**src/hw/rtl/assert_macros.svh**
```systemverilog
// assertion macros for the alu
`ifndef ASSERT_MACROS_SVH
`define ASSERT_MACROS_SVH

// check a property on clk_i, disabled in reset
`define ASSERT_CLK(label, prop, msg) \
  label: assert property (@(posedge clk_i) disable iff (!rst_ni) (prop)) else $error(msg);

// check a property on clk_i, also during reset
`define ASSERT_ALWAYS(label, prop, msg) \
  label: assert property (@(posedge clk_i) (prop)) else $error(msg);

`endif

```
**src/hw/rtl/wiea_pkg.sv**
```systemverilog
// ----------------------------------------------------------------------------
// wiea_pkg
// shared types and constants of the wide integer alu
// ----------------------------------------------------------------------------
`default_nettype none
package wiea_pkg;
  localparam int unsigned WordBits = 64;
  localparam int unsigned OutBits = 64;
  localparam int unsigned CmdBits = 5;
  // one divider cell per quotient bit, plus an input and an output stage
  localparam int unsigned NumCells = WordBits;
  localparam int unsigned Depth = NumCells + 2;

  typedef enum logic [CmdBits-1:0] {
    CmdAdd = 5'd0, CmdSub = 5'd1, CmdMul = 5'd2, CmdDivU = 5'd3, CmdDivS = 5'd4,
    CmdModU = 5'd5, CmdModS = 5'd6, CmdNeg = 5'd7, CmdNot = 5'd8, CmdOr = 5'd9,
    CmdAnd = 5'd10, CmdXor = 5'd11, CmdXnor = 5'd12, CmdNor = 5'd13, CmdShl = 5'd14,
    CmdShr = 5'd15, CmdLor = 5'd16, CmdLand = 5'd17, CmdLnot = 5'd18, CmdLxor = 5'd19,
    CmdLxnor = 5'd20, CmdLnor = 5'd21, CmdEq = 5'd22, CmdLt = 5'd23, CmdGt = 5'd24,
    CmdLe = 5'd25, CmdGe = 5'd26, CmdNe = 5'd27, CmdSeg = 5'd28, CmdWrt = 5'd29,
    CmdSegOff = 5'd30, CmdIdent = 5'd31
  } cmd_e;

  typedef enum logic [1:0] {
    ErrNone = 2'd0, ErrMissing = 2'd1, ErrDivZero = 2'd2, ErrInvalid = 2'd3
  } err_e;

  typedef logic [WordBits-1:0] word_t;

  // sideband that travels with a request along the cell chain
  typedef struct packed {
    logic  is_div;
    logic  is_mod;
    logic  neg_q;
    logic  neg_r;
    err_e  err;
    word_t early;
  } side_t;

  typedef struct packed {
    word_t rem;
    word_t quo;
    word_t dvs;
  } div_t;
endpackage
`default_nettype wire

```
**src/hw/rtl/wiea_cell.sv**
```systemverilog
// ----------------------------------------------------------------------------
// wiea_cell
// one restoring divide step and one stage of the request chain
// ----------------------------------------------------------------------------
`default_nettype none
module wiea_cell (
  input  logic            clk_i,
  input  logic            rst_ni,
  input  logic            en_i,
  input  logic            valid_i,
  input  wiea_pkg::div_t  div_i,
  input  wiea_pkg::side_t side_i,
  output logic            valid_o,
  output wiea_pkg::div_t  div_o,
  output wiea_pkg::side_t side_o
);
  localparam int unsigned W = wiea_pkg::WordBits;
  logic [W:0]   trial;
  logic [W-1:0] rem_sh;
  wiea_pkg::div_t div_d;

  always_comb begin
    rem_sh = {div_i.rem[W-2:0], div_i.quo[W-1]};
    trial = {div_i.rem[W-1], rem_sh} - {1'b0, div_i.dvs};
    div_d.dvs = div_i.dvs;
    if (!trial[W]) begin
      div_d.rem = trial[W-1:0];
      div_d.quo = {div_i.quo[W-2:0], 1'b1};
    end else begin
      div_d.rem = rem_sh;
      div_d.quo = {div_i.quo[W-2:0], 1'b0};
    end
  end

  always_ff @(posedge clk_i or negedge rst_ni) begin
    if (!rst_ni) begin
      valid_o <= 1'b0;
    end else if (en_i) begin
      valid_o <= valid_i;
    end
  end

  always_ff @(posedge clk_i) begin
    if (en_i) begin
      div_o <= div_d;
      side_o <= side_i;
    end
  end
endmodule
`default_nettype wire

```
**config.mk**
```make
export PLATFORM = sky130hd
export DESIGN_NAME = wiea_cell
export DESIGN_NICKNAME = d
export VERILOG_FILES = /design/src/hw/rtl/assert_macros.svh /design/src/hw/rtl/wiea_pkg.sv /design/src/hw/rtl/wiea_cell.sv
export SDC_FILE = /design/constraint.sdc
export NUM_CORES = 1
export LEC_CHECK = 0
export BUFFER_PORTS_ARGS = -buffer_cell sky130_fd_sc_hd__buf_2
export CORE_MARGIN = 5
export CORE_UTILIZATION = 35
export CTS_BUF_LIST = sky130_fd_sc_hd__clkbuf_2
export DETAILED_ROUTE_END_ITERATION = 10
export GPL_TIMING_DRIVEN = 1
export HOLD_SLACK_MARGIN = 0.1
export PLACE_DENSITY_LB_ADDON = 0.15
export SLEW_MARGIN = 5
export SYNTH_ARGS = -nofsm -noshare
export SYNTH_HDL_FRONTEND = slang
export SYNTH_SLANG_ARGS = --single-unit
```
**constraint.sdc**
```tcl
create_clock -name clk_i -period 0.8 [get_ports clk_i]
set_input_delay 0.04 -clock clk_i [delete_from_list [all_inputs] [get_ports clk_i]]
set_output_delay 0.04 -clock clk_i [all_outputs]
set_load 0.005 [all_outputs]
```
## After elaboration in Yosys (flattened, before gate mapping)

Index checks and enable logic that the tools add are counted.

- Register bits after elaboration: 263
- Output and inout bits: 263

- $add $sub $neg: 1
- Multiplexer cells: 1

Operators by type and width:

| cell | number |
|---|---|
| $mux W128 | 1 |
| $sub A65 B64 Y65 | 1 |

## Logic depth before layout (Yosys ltp)

Gate-level depths: netlist (run 1).

- Depth after elaboration: 2
- Gate-level depth with buffers: 17
- Gate-level depth less buffers: 13

## Least setup slack after synthesis (run 1)

Ideal clock, no wire load.

- Kind: input port to flip-flop
- Start: input div_i[7] (netlist name)
- End: register div_o[185] (netlist name), data pin
- Setup time: 0.260 ns
- Arrival: 2.798 ns
- Required time: 0.540 ns
- Slack: -2.259 ns
- Stages on the path: 17
- Buffers on the path: 5
- Path through: inv_1 -> ha_1 -> buf_2 -> a21oi_2 -> nor2_1 -> o41ai_4 -> o22ai_2 -> o21ai_2 -> a211oi_2 -> or3_1 -> buf_6 -> and3_1 -> buf_6 -> inv_4 -> buf_6 -> buf_8 -> mux2_4

RTL lines:

| item | RTL line | RTL |
|---|---|---|
| start: declaration | wiea_cell.sv:11 | `input wiea_pkg::div_t div_i,` |
| end signal: assignment | wiea_cell.sv:45 | `div_o <= div_d;` |
| end: declaration | wiea_cell.sv:14 | `output wiea_pkg::div_t div_o,` |

==> results of run 1 <==
where the power goes:
group / leakage (nW) / internal, W / switching, W
Combinational: 7.84 / 0.00722 / 0.00565
Clock: 0.468 / 0.00385 / 0.00604
Sequential: 2.58 / 0.0169 / 0.000461
Yosys cell counts (3+ instances only):
| master | instances |
|---|---|
| nor2b_1 | 13 |
| xnor2_1 | 32 |
| mux2i_1 | 9 |
| clkbuf_1 | 19 |
| nand2b_1 | 8 |
| a21o_1 | 32 |
| a211o_1 | 4 |
| mux2_2 | 50 |
| nand2_1 | 67 |
| o21ai_0 | 41 |
| o31ai_1 | 6 |
| and2_1 | 3 |
| o211ai_1 | 5 |
| or2_2 | 4 |
| nand3_1 | 11 |
| nor2_1 | 46 |
| a211oi_1 | 6 |
| a21boi_0 | 3 |
| or3_1 | 4 |
| nor3_1 | 14 |
| buf_2 | 6 |
| and3_1 | 10 |
| and4_1 | 5 |
| o21a_1 | 9 |
| nand4_1 | 20 |
| nor4_1 | 4 |
| xor2_1 | 22 |
| buf_4 | 4 |
| a31oi_1 | 10 |
| buf_6 | 3 |
| a21oi_1 | 78 |
| o21bai_1 | 13 |
| inv_1 | 87 |
| a31o_2 | 5 |
| edfxtp_1 | 262 |
| ha_1 | 64 |
cells by family after synthesis:
family / synth area share
AOI/OAI and AO/OA: 0.120
xor gates and xnor gates: 0.0361
adders and majority gates: 0.0627
buffers and inverters: 0.0399
DFF: 0.603
muxes: 0.0510
and+or+nand+nor: 0.0874
sequential cells by signal, summed over array words and instances, names as in the netlist:
signal	count
div_o	192
valid_o	1
side_o	70
per-stage QoR:
step                      hold slack (ns)  setup slack (ns)
after floorplan                    -0.256             -2.13
after global placement             -0.185             -2.35
after detailed placement           -0.184             -2.35
after CTS                          -0.874             -1.18
after global routing               -0.884             -1.20
final                              -0.728             -1.25
what timing repair did:
action | 4_1_cts | 5_1_grt
endpoints found under the setup margin | 328 | 492
resized for setup | 101 | 91
cloned | 5 | 1
buffers inserted | 31 | 5
pin swaps | 28 | 41
hold endpoints to repair | 526 | 128
hold buffers | 316 | 6
layer usage:
layer  GRT usage  up-vias
met5           0        -
met1       0.279     6408
met2       0.441      506
met4       0.105       10
met3      0.0878      132
li1            -     6331
final timing paths:
check,cells past startpoint,end
setup / recovery,12,div_o[132]
hold / removal,1,div_o[43]
setup reg to reg,1,valid_o
hold reg to reg,1,valid_o
max in group asynchronous,4,valid_o
min in group asynchronous,4,valid_o
area by class of cell:
| class | count | area, um^2 |
|---|---|---|
| fillers | 2885 | 13000 |
| repair buffers | 1179 | 8900 |
| flip-flops and latches | 263 | 7890 |
| multi-input cells | 641 | 5400 |
| well taps | 468 | 586 |
| clock buffers | 94 | 470 |
| inverters | 88 | 363 |
| clock inverters | 26 | 164 |
| diodes | 11 | 27.5 |
==> flow_summary.toml, run 1 <==
[logic_synthesis]
ys_types = 76
synthesis.nets = 1358
syn_inst = 1027
syn_avg_cell_area_um2 = 12.7
synth_top_area_frac = 0.601
synth_flop_cell = "edfxtp_1"
synth_async_sr_flop_share = 0.00380
synth-edff-count = 262
yosysSeqAreaShare = 0.603
synthTopCellsByArea = "edfxtp_1 60%, ha_1 6.1%, mux2_2 4.3%, a21oi_1 3.0%, inv_1 2.5%"
synth_seq_cells = 263
synth_area_leader_cell = "edfxtp_1"
ys_warn_count = 0
mappedNetlistArea_mm2 = 0.0131

[power_and_ir_drop]
ir_drop_mv = 0.951
p_total_w = 0.0401
power_density_mw_per_mm2 = 1680
leakagePower_nw = 10.9

[worst_hold_path]
worstHoldPathType = "in -> reg"
hp-start = "div_i[43]"

[timing]
setup_slack_ns = -1.25
min_period_ns = 2.05
clock_skew_ns = 0
fin_tns_setup_ns = -259.68
slew_violations = 0
max_freq_ghz = 0.489
hold_viol = 112
hold_ws_ns = -0.728
rsz0062_at_grt = "true"
worst_slew_pin_slew_ns = 0.572
max-slew-margin-rel = 0.615
post-route-period-util = 2.56
setup_viol = 331

[drt]
vias = 13400
top_layer = "met5"
wl_met1_mm = 20.9
wl_met3_mm = 4.50
antenna_left = 0
drc = 0
routed_wl_mm = 55.1
drtPass1Iterations = 5
viasPerCell = 4.83
routed-wl-met2_mm = 27.5
wl_per_cell_um = 19.9
drtIter0Drc = 640

[finish]
final_util = 0.647
fin_cells = 2770
post-route-cell-area_mm2 = 0.0238
final_common_cell = "buf_2"
area_delta_synth_final_pct = 81.8
final_cell_mix = "503 x buf_2, 319 x dlygate4sd3_1, 296 x buf_4"
layout.nets = 2576
layout-drive-gt1-share = 0.495

[placed_design]
dp_cells = 2287
dp_hpwl_mm = 38.6
gp_congestion = 0.875
placed_area_mm2 = 0.0188
io_buffer_count = 528

[worst_setup_path]
critPathSlowestCell = "dlygate4sd3_1"
cp.arrival_ns = 2.72
crit_start = "div_i[62]"
worstPathMaxFanout = 10
cp_top_family = "buffers and inverters"
critical_path_required_ns = 1.47
critical_path_buf_inv_count = 6
startpoint_type = "input port"
rr_startpoint = "valid_o"
reg2reg_slack_ns = 0.03
critPathKind = "in -> reg"
cp_cell_sequence = "buf_2 > dlygate4sd3_1 > inv_1 > ha_1 > a21oi_2 > nand2_1 > or3_4 > and3_4 > inv_8 > buf_4 > buf_12 > mux2_2"
setup.worst_path.end_class = "flop"
cpPeakStageDelay_ns = 0.65

[clock_tree]
cts_max_level = 3
root_buffer = "clkbuf_2"
cts.path.max_buffers = 3
cts_tree = "yes"
clock-sinks = 263
clk_pin_slew_ns = 0.10
cts_buffers = 72
clk_latency_ns = 0.91

[grt]
grt.overflow.total = 0
grt_pass1_vias = 14200
grt_pass1_wl_mm = 80.5
grt_max_degree = 24
track_usage = 0.252
antenna_found_initial = 15

[status]
failed_checks = "hold timing, setup timing"
outcome = "complete, but fails checks"

[floorplanning]
start_util = 0.356
die_h_um = 203
fp.coreArea_mm2 = 0.0368
pin_count = 529
dieArea_mm2 = 0.0414
die_w_um = 203
rows = 70

[run]
max_cap_viol_count = 0
Power figures use the tool's default switching activity.
==> run 2: changes to the inputs <==
--- a/config.mk
+++ b/config.mk
@@ -6,10 +6,10 @@
 export NUM_CORES = 1
 export LEC_CHECK = 0
 export BUFFER_PORTS_ARGS = -buffer_cell sky130_fd_sc_hd__buf_2
-export CORE_MARGIN = 5
-export CORE_UTILIZATION = 35
+export CORE_AREA = 2 2 203 205
 export CTS_BUF_LIST = sky130_fd_sc_hd__clkbuf_2
 export DETAILED_ROUTE_END_ITERATION = 10
+export DIE_AREA = 0 0 205 207
 export GPL_TIMING_DRIVEN = 1
 export HOLD_SLACK_MARGIN = 0.1
 export PLACE_DENSITY_LB_ADDON = 0.15
==> run 2 against run 1 <==
The run still ends with hold timing, setup timing left. Register-to-register slack improved by 0.02 ns. Largest cell class unchanged. Count of clock-buffer cells in the layout increased by 2. First-iteration DRC count decreased by 15%. Critical endpoint is now div_o[175]. Non-clock buffer count decreased by 25. Sequential cell count unchanged. Critical path type unchanged.
==> flow_summary.toml, run 2 (synthesis gave the netlist of run 1 again) <==
[clock_tree]
clk_latency_ns = 0.90
root_buffer = "clkbuf_2"
clk_pin_slew_ns = 0.09
cts_max_level = 3
cts_tree = "yes"
cts.path.max_buffers = 3
cts_buffers = 74
clock-sinks = 263

[floorplanning]
start_util = 0.324
die_w_um = 205
fp.coreArea_mm2 = 0.0404
die_h_um = 207
pin_count = 529
dieArea_mm2 = 0.0424
rows = 74

[worst_setup_path]
critPathSlowestCell = "or3_4"
critical_path_buf_inv_count = 5
cp_cell_sequence = "buf_2 > inv_1 > ha_4 > a21o_1 > a21o_1 > a21oi_4 > o221ai_2 > o21ba_4 > a211oi_2 > or3_4 > and3_4 > inv_8 > buf_12 > buf_16 > mux2_4"
ff2ff_path_depth = 1
cp_top_family = "compound AO/OA/AOI/OAI gates"
reg2reg_slack_ns = 0.05
cp.arrival_ns = 2.77
critical_path_required_ns = 1.47
cp.depth = 15
critPathKind = "in -> reg"
cpPeakStageDelay_ns = 0.38
setup.worst_path.end_class = "flop"
r2r-end = "valid_o"
startpoint_type = "input port"
rr_startpoint = "valid_o"
crit_start = "div_i[33]"
crit_top_cell = "a21o_1"
worstPathMaxFanout = 5

[power_and_ir_drop]
ir_drop_mv = 1.29
power_density_mw_per_mm2 = 1660
leakagePower_nw = 10.8

[placed_design]
gp_congestion = 0.849
io_buffer_count = 528
placed_area_mm2 = 0.0187
dp_hpwl_mm = 36.2
place_ws_ns = -2.61

[timing]
post-route-period-util = 2.63
clock_skew_ns = 0
worst_slew_pin_slew_ns = 0.508
hold_viol = 105
rsz0062_at_grt = "true"
max-slew-margin-rel = 0.652
min_period_ns = 2.10
hold_ws_ns = -0.739
slew_violations = 0
max_freq_ghz = 0.475
setup_slack_ns = -1.30
setup_viol = 538

[status]
outcome = "complete, but fails checks"
failed_checks = "hold timing, setup timing"

[drt]
antenna_left = 0
wl_per_cell_um = 18.4
viasPerCell = 4.62
routed_wl_mm = 51.8
vias = 13000
drtIter0Drc = 542
drtPass1Iterations = 5
drc = 0

[finish]
final_common_cell = "buf_2"
reg_top3 = "div_o (192), side_o (70), valid_o (1)"
layout-drive-gt1-share = 0.485
post-route-cell-area_mm2 = 0.0237
area_delta_synth_final_pct = 80.9
registers.top_by_ff_count = "div_o"
final_cell_mix = "506 x buf_2, 327 x dlygate4sd3_1, 275 x buf_4"
layout.nets = 2553
largest_reg_flops = 192
final_util = 0.587
fillCellCount = 3437

[grt]
antenna_found_initial = 15
grt_pass1_wl_mm = 77.0
track_usage = 0.236
grt.overflow.total = 0
grt_max_degree = 54
grt_pass1_vias = 14100

[worst_hold_path]
hold_end = "div_o[4]"
hold_depth = 1
hp-start = "div_i[4]"
worstHoldPathType = "in -> reg"

[run]
max_cap_viol_count = 0
run 2: area by class of cell:
type | instances | area, um^2 | area share
Clock inverter | 30 | 144 | 0.00607
Tap cell | 532 | 666 | 0.0281
Multi-Input combinational cell | 641 | 5530 | 0.233
Timing Repair Buffer | 1154 | 8580 | 0.362
Clock buffer | 96 | 480 | 0.0203
Inverter | 88 | 363 | 0.0153
Antenna cell | 13 | 32.5 | 0.00137
Sequential cell | 263 | 7890 | 0.333
run 2: per-stage QoR:
stage	hold WS, ns	setup TNS, ns	instances	total power (W)
final	-0.739	-346.65	2817	0.0394
after global routing	-0.827	-365.93	2813	0.0416
after CTS	-0.883	-376.00	2794	0.0393
after detailed placement	-0.181	-153.61	2331	0.0272
after global placement	-0.185	-148.35	2331	0.0271
after floorplan	-0.256	-129.64	1027	0.0219
run 2: worst max path at each step:
| stage | slack (ns) | end |
|---|---|---|
| after floorplan | -2.13 | div_o[185] |
| after global placement | -2.49 | div_o[183] |
| after detailed placement | -2.61 | div_o[183] |
| after CTS | -1.15 | div_o[185] |
| after global routing | -1.31 | div_o[185] |
| final | -1.30 | div_o[175] |
run 2: metal layers:
layer	global-route usage	up-vias	wire [um]
li1	-	6290	-
met1	0.252	6166	19600
met2	0.415	439	26200
met3	0.0703	119	3820
met4	0.129	4	2110
met5	0	-	27
run 2: power breakdown:
part | switching [W] | internal [W] | leakage, nW
logic | 0.00549 | 0.00708 | 7.78
registers | 0.000412 | 0.0169 | 2.58
clock network | 0.00616 | 0.00337 | 0.462
total | 0.0121 | 0.0273 | 10.8
run 2: what timing repair did:
item,CTS,global route
endpoints found under the setup margin,328,591
hold buffers,319,9
endpoints found under the hold margin,525,135
gates resized for setup,135,67
pin swaps,39,25
cloned,3,0
buffers inserted,24,4
==> run 3: changes to the inputs <==
--- a/config.mk
+++ b/config.mk
@@ -5,13 +5,14 @@
 export SDC_FILE = /design/constraint.sdc
 export NUM_CORES = 1
 export LEC_CHECK = 0
+export ABC_CLOCK_PERIOD_IN_PS = 800
 export BUFFER_PORTS_ARGS = -buffer_cell sky130_fd_sc_hd__buf_2
 export CORE_AREA = 2 2 203 205
 export CTS_BUF_LIST = sky130_fd_sc_hd__clkbuf_2
 export DETAILED_ROUTE_END_ITERATION = 10
 export DIE_AREA = 0 0 205 207
 export GPL_TIMING_DRIVEN = 1
-export HOLD_SLACK_MARGIN = 0.1
+export HOLD_SLACK_MARGIN = 0.05
 export PLACE_DENSITY_LB_ADDON = 0.15
 export SLEW_MARGIN = 5
 export SYNTH_ARGS = -nofsm -noshare
==> run 3 against run 2 <==
The run still ends with hold timing, setup timing left. Final cell count rose by 0.39%. Register-to-register slack barely moved. Combinational power about the same. Global-route usage about the same. Sequential power barely moved. Maximum frequency decreased by 0.13%. Via count up 0.17%. Setup slack worse by 0.0028 ns.
==> flow_summary.toml, run 3 (synthesis gave the netlist of run 1 again) <==
[drt]
antenna_left = 0
drc = 0
wl_per_cell_um = 18.4
drtPass1Iterations = 4
drtIter0Drc = 562
viasPerCell = 4.61
routed_wl_mm = 52.1
vias = 13000

[finish]
seq_area_mm2 = 0.00789
reg_top3 = "div_o (192), side_o (70), valid_o (1)"
area_delta_synth_final_pct = 81.8
final_cell_mix = "506 x buf_2, 338 x dlygate4sd3_1, 275 x buf_4"
multi_input_area_mm2 = 0.00553
final_common_cell = "buf_2"
registers.top_by_ff_count = "div_o"
post-route-cell-area_mm2 = 0.0238
largest_reg_flops = 192
fillCellCount = 3429
layout.nets = 2564
layout-drive-gt1-share = 0.482

[floorplanning]
fp.coreArea_mm2 = 0.0404
pin_count = 529
dieArea_mm2 = 0.0424
start_util = 0.324
die_w_um = 205
rows = 74
die_h_um = 207

[status]
failed_checks = "hold timing, setup timing"
outcome = "complete, but fails checks"

[clock_tree]
cts_buffers = 74
root_buffer = "clkbuf_2"
cts_max_level = 3
clock-sinks = 263
cts.path.max_buffers = 3
clk_pin_slew_ns = 0.09
clk_latency_ns = 0.90
cts_tree = "yes"

[placed_design]
placed_area_mm2 = 0.0187
gp_congestion = 0.849
dp_hpwl_mm = 36.2
io_buffer_count = 528

[power_and_ir_drop]
ir_drop_mv = 1.30
power.switching_w = 0.0121
sw_frac_of_total = 0.306
power_density_mw_per_mm2 = 1660
comb_power_share = 0.320
leakagePower_nw = 10.9
seqPwrFrac = 0.438
p_int_w = 0.0274
pwr-share-clk = 0.241

[timing]
min_period_ns = 2.11
setup_slack_ns = -1.31
hold_ws_ns = -0.738
slew_violations = 0
rsz0062_at_grt = "true"
setup_viol = 434
max-slew-margin-rel = 0.653
worst_slew_pin_slew_ns = 0.508
max_freq_ghz = 0.475
clock_skew_ns = 0
hold_viol = 101
post-route-period-util = 2.63
fin_tns_setup_ns = -292.04

[grt]
antenna_found_initial = 15
grt_pass1_vias = 14200
grt_pass1_wl_mm = 77.1
track_usage = 0.237
grt.overflow.total = 0
grt_max_degree = 54

[worst_setup_path]
startpoint_type = "input port"
critPathKind = "in -> reg"
critical_path_required_ns = 1.47
cp.arrival_ns = 2.77
worstPathMaxFanout = 5
setup.worst_path.end_class = "flop"

[run]
max_cap_viol_count = 0

[worst_hold_path]
worstHoldPathType = "in -> reg"
-- run 3: cell count changes in the layout (fill, tap and decap cells not counted), sizes merged --
| cell | before | now |
|---|---|---|
| dlygate4sd3 | 327 | 338 |
-- run 3: layout make-up --
type	count	share of cell area
repair buffers	1165	0.365
flip-flops and latches	263	0.332
multi-input cells	641	0.232
well taps	532	0.0280
clock buffers	96	0.0202
inverters	88	0.0152
clock inverters	30	0.00605
diodes	13	0.00137
-- run 3: metrics by stage --
stage / hold WS [ns] / total power (W) / util / instances / worst slack [ns]
2_1_floorplan: -0.256 / 0.0219 / - / 1027 / -2.13
3_3_place_gp: -0.185 / 0.0271 / 0.462 / 2331 / -2.49
3_5_place_dp: -0.181 / 0.0272 / 0.462 / 2331 / -2.61
4_1_cts: -0.883 / 0.0393 / 0.577 / 2795 / -1.15
5_1_grt: -0.827 / 0.0416 / 0.589 / 2824 / -1.31
6_report: -0.738 / 0.0394 / 0.590 / 2828 / -1.31
-- run 3: final timing paths --
path	slack (ns)	to	cells past startpoint	start
worst min-delay path	-0.74	div_o[4]	1	div_i[4]
worst max register to register	0.05	valid_o	1	valid_o
worst min register to register	0.53	valid_o	1	valid_o
max in group asynchronous	0.19	valid_o	4	rst_ni
worst max-delay path	-1.31	div_o[175]	15	div_i[33]
min in group asynchronous	0.50	valid_o	4	rst_ni
-- run 3: what timing repair did --
action	in CTS	in global routing
resized for setup	135	67
buffers inserted	24	4
endpoints found under the setup margin	328	538
hold buffers	320	19
endpoints found under the hold margin	525	124
pin swaps	39	25
cloned	3	0
-- run 3: power by group through the flow --
stage                     clock (W)  combinational, W  sequential [W]
after detailed placement          0           0.00969          0.0175
after floorplan                   0           0.00411          0.0177
after CTS                   0.00988            0.0122          0.0172
after global routing         0.0106            0.0136          0.0174
final                       0.00951            0.0126          0.0173
after global placement            0           0.00961          0.0175
-- run 3: layer usage --
layer	track usage	vias up	wire, um
met5	0	-	27
met4	0.129	4	2120
met3	0.0703	121	3820
met2	0.416	429	26300
met1	0.252	6176	19900
li1	-	6310	-
-- run 3: critical path, stage by stage --
cell and delay [ns]:
buf_2 0.11, inv_1 0.09, ha_4 0.21, a21o_1 0.19, a21o_1 0.21, a21oi_4 0.21
o221ai_2 0.12, o21ba_4 0.28, a211oi_2 0.09, or3_4 0.38, and3_4 0.20, inv_8 0.09
buf_12 0.13, buf_16 0.13, mux2_4 0.29
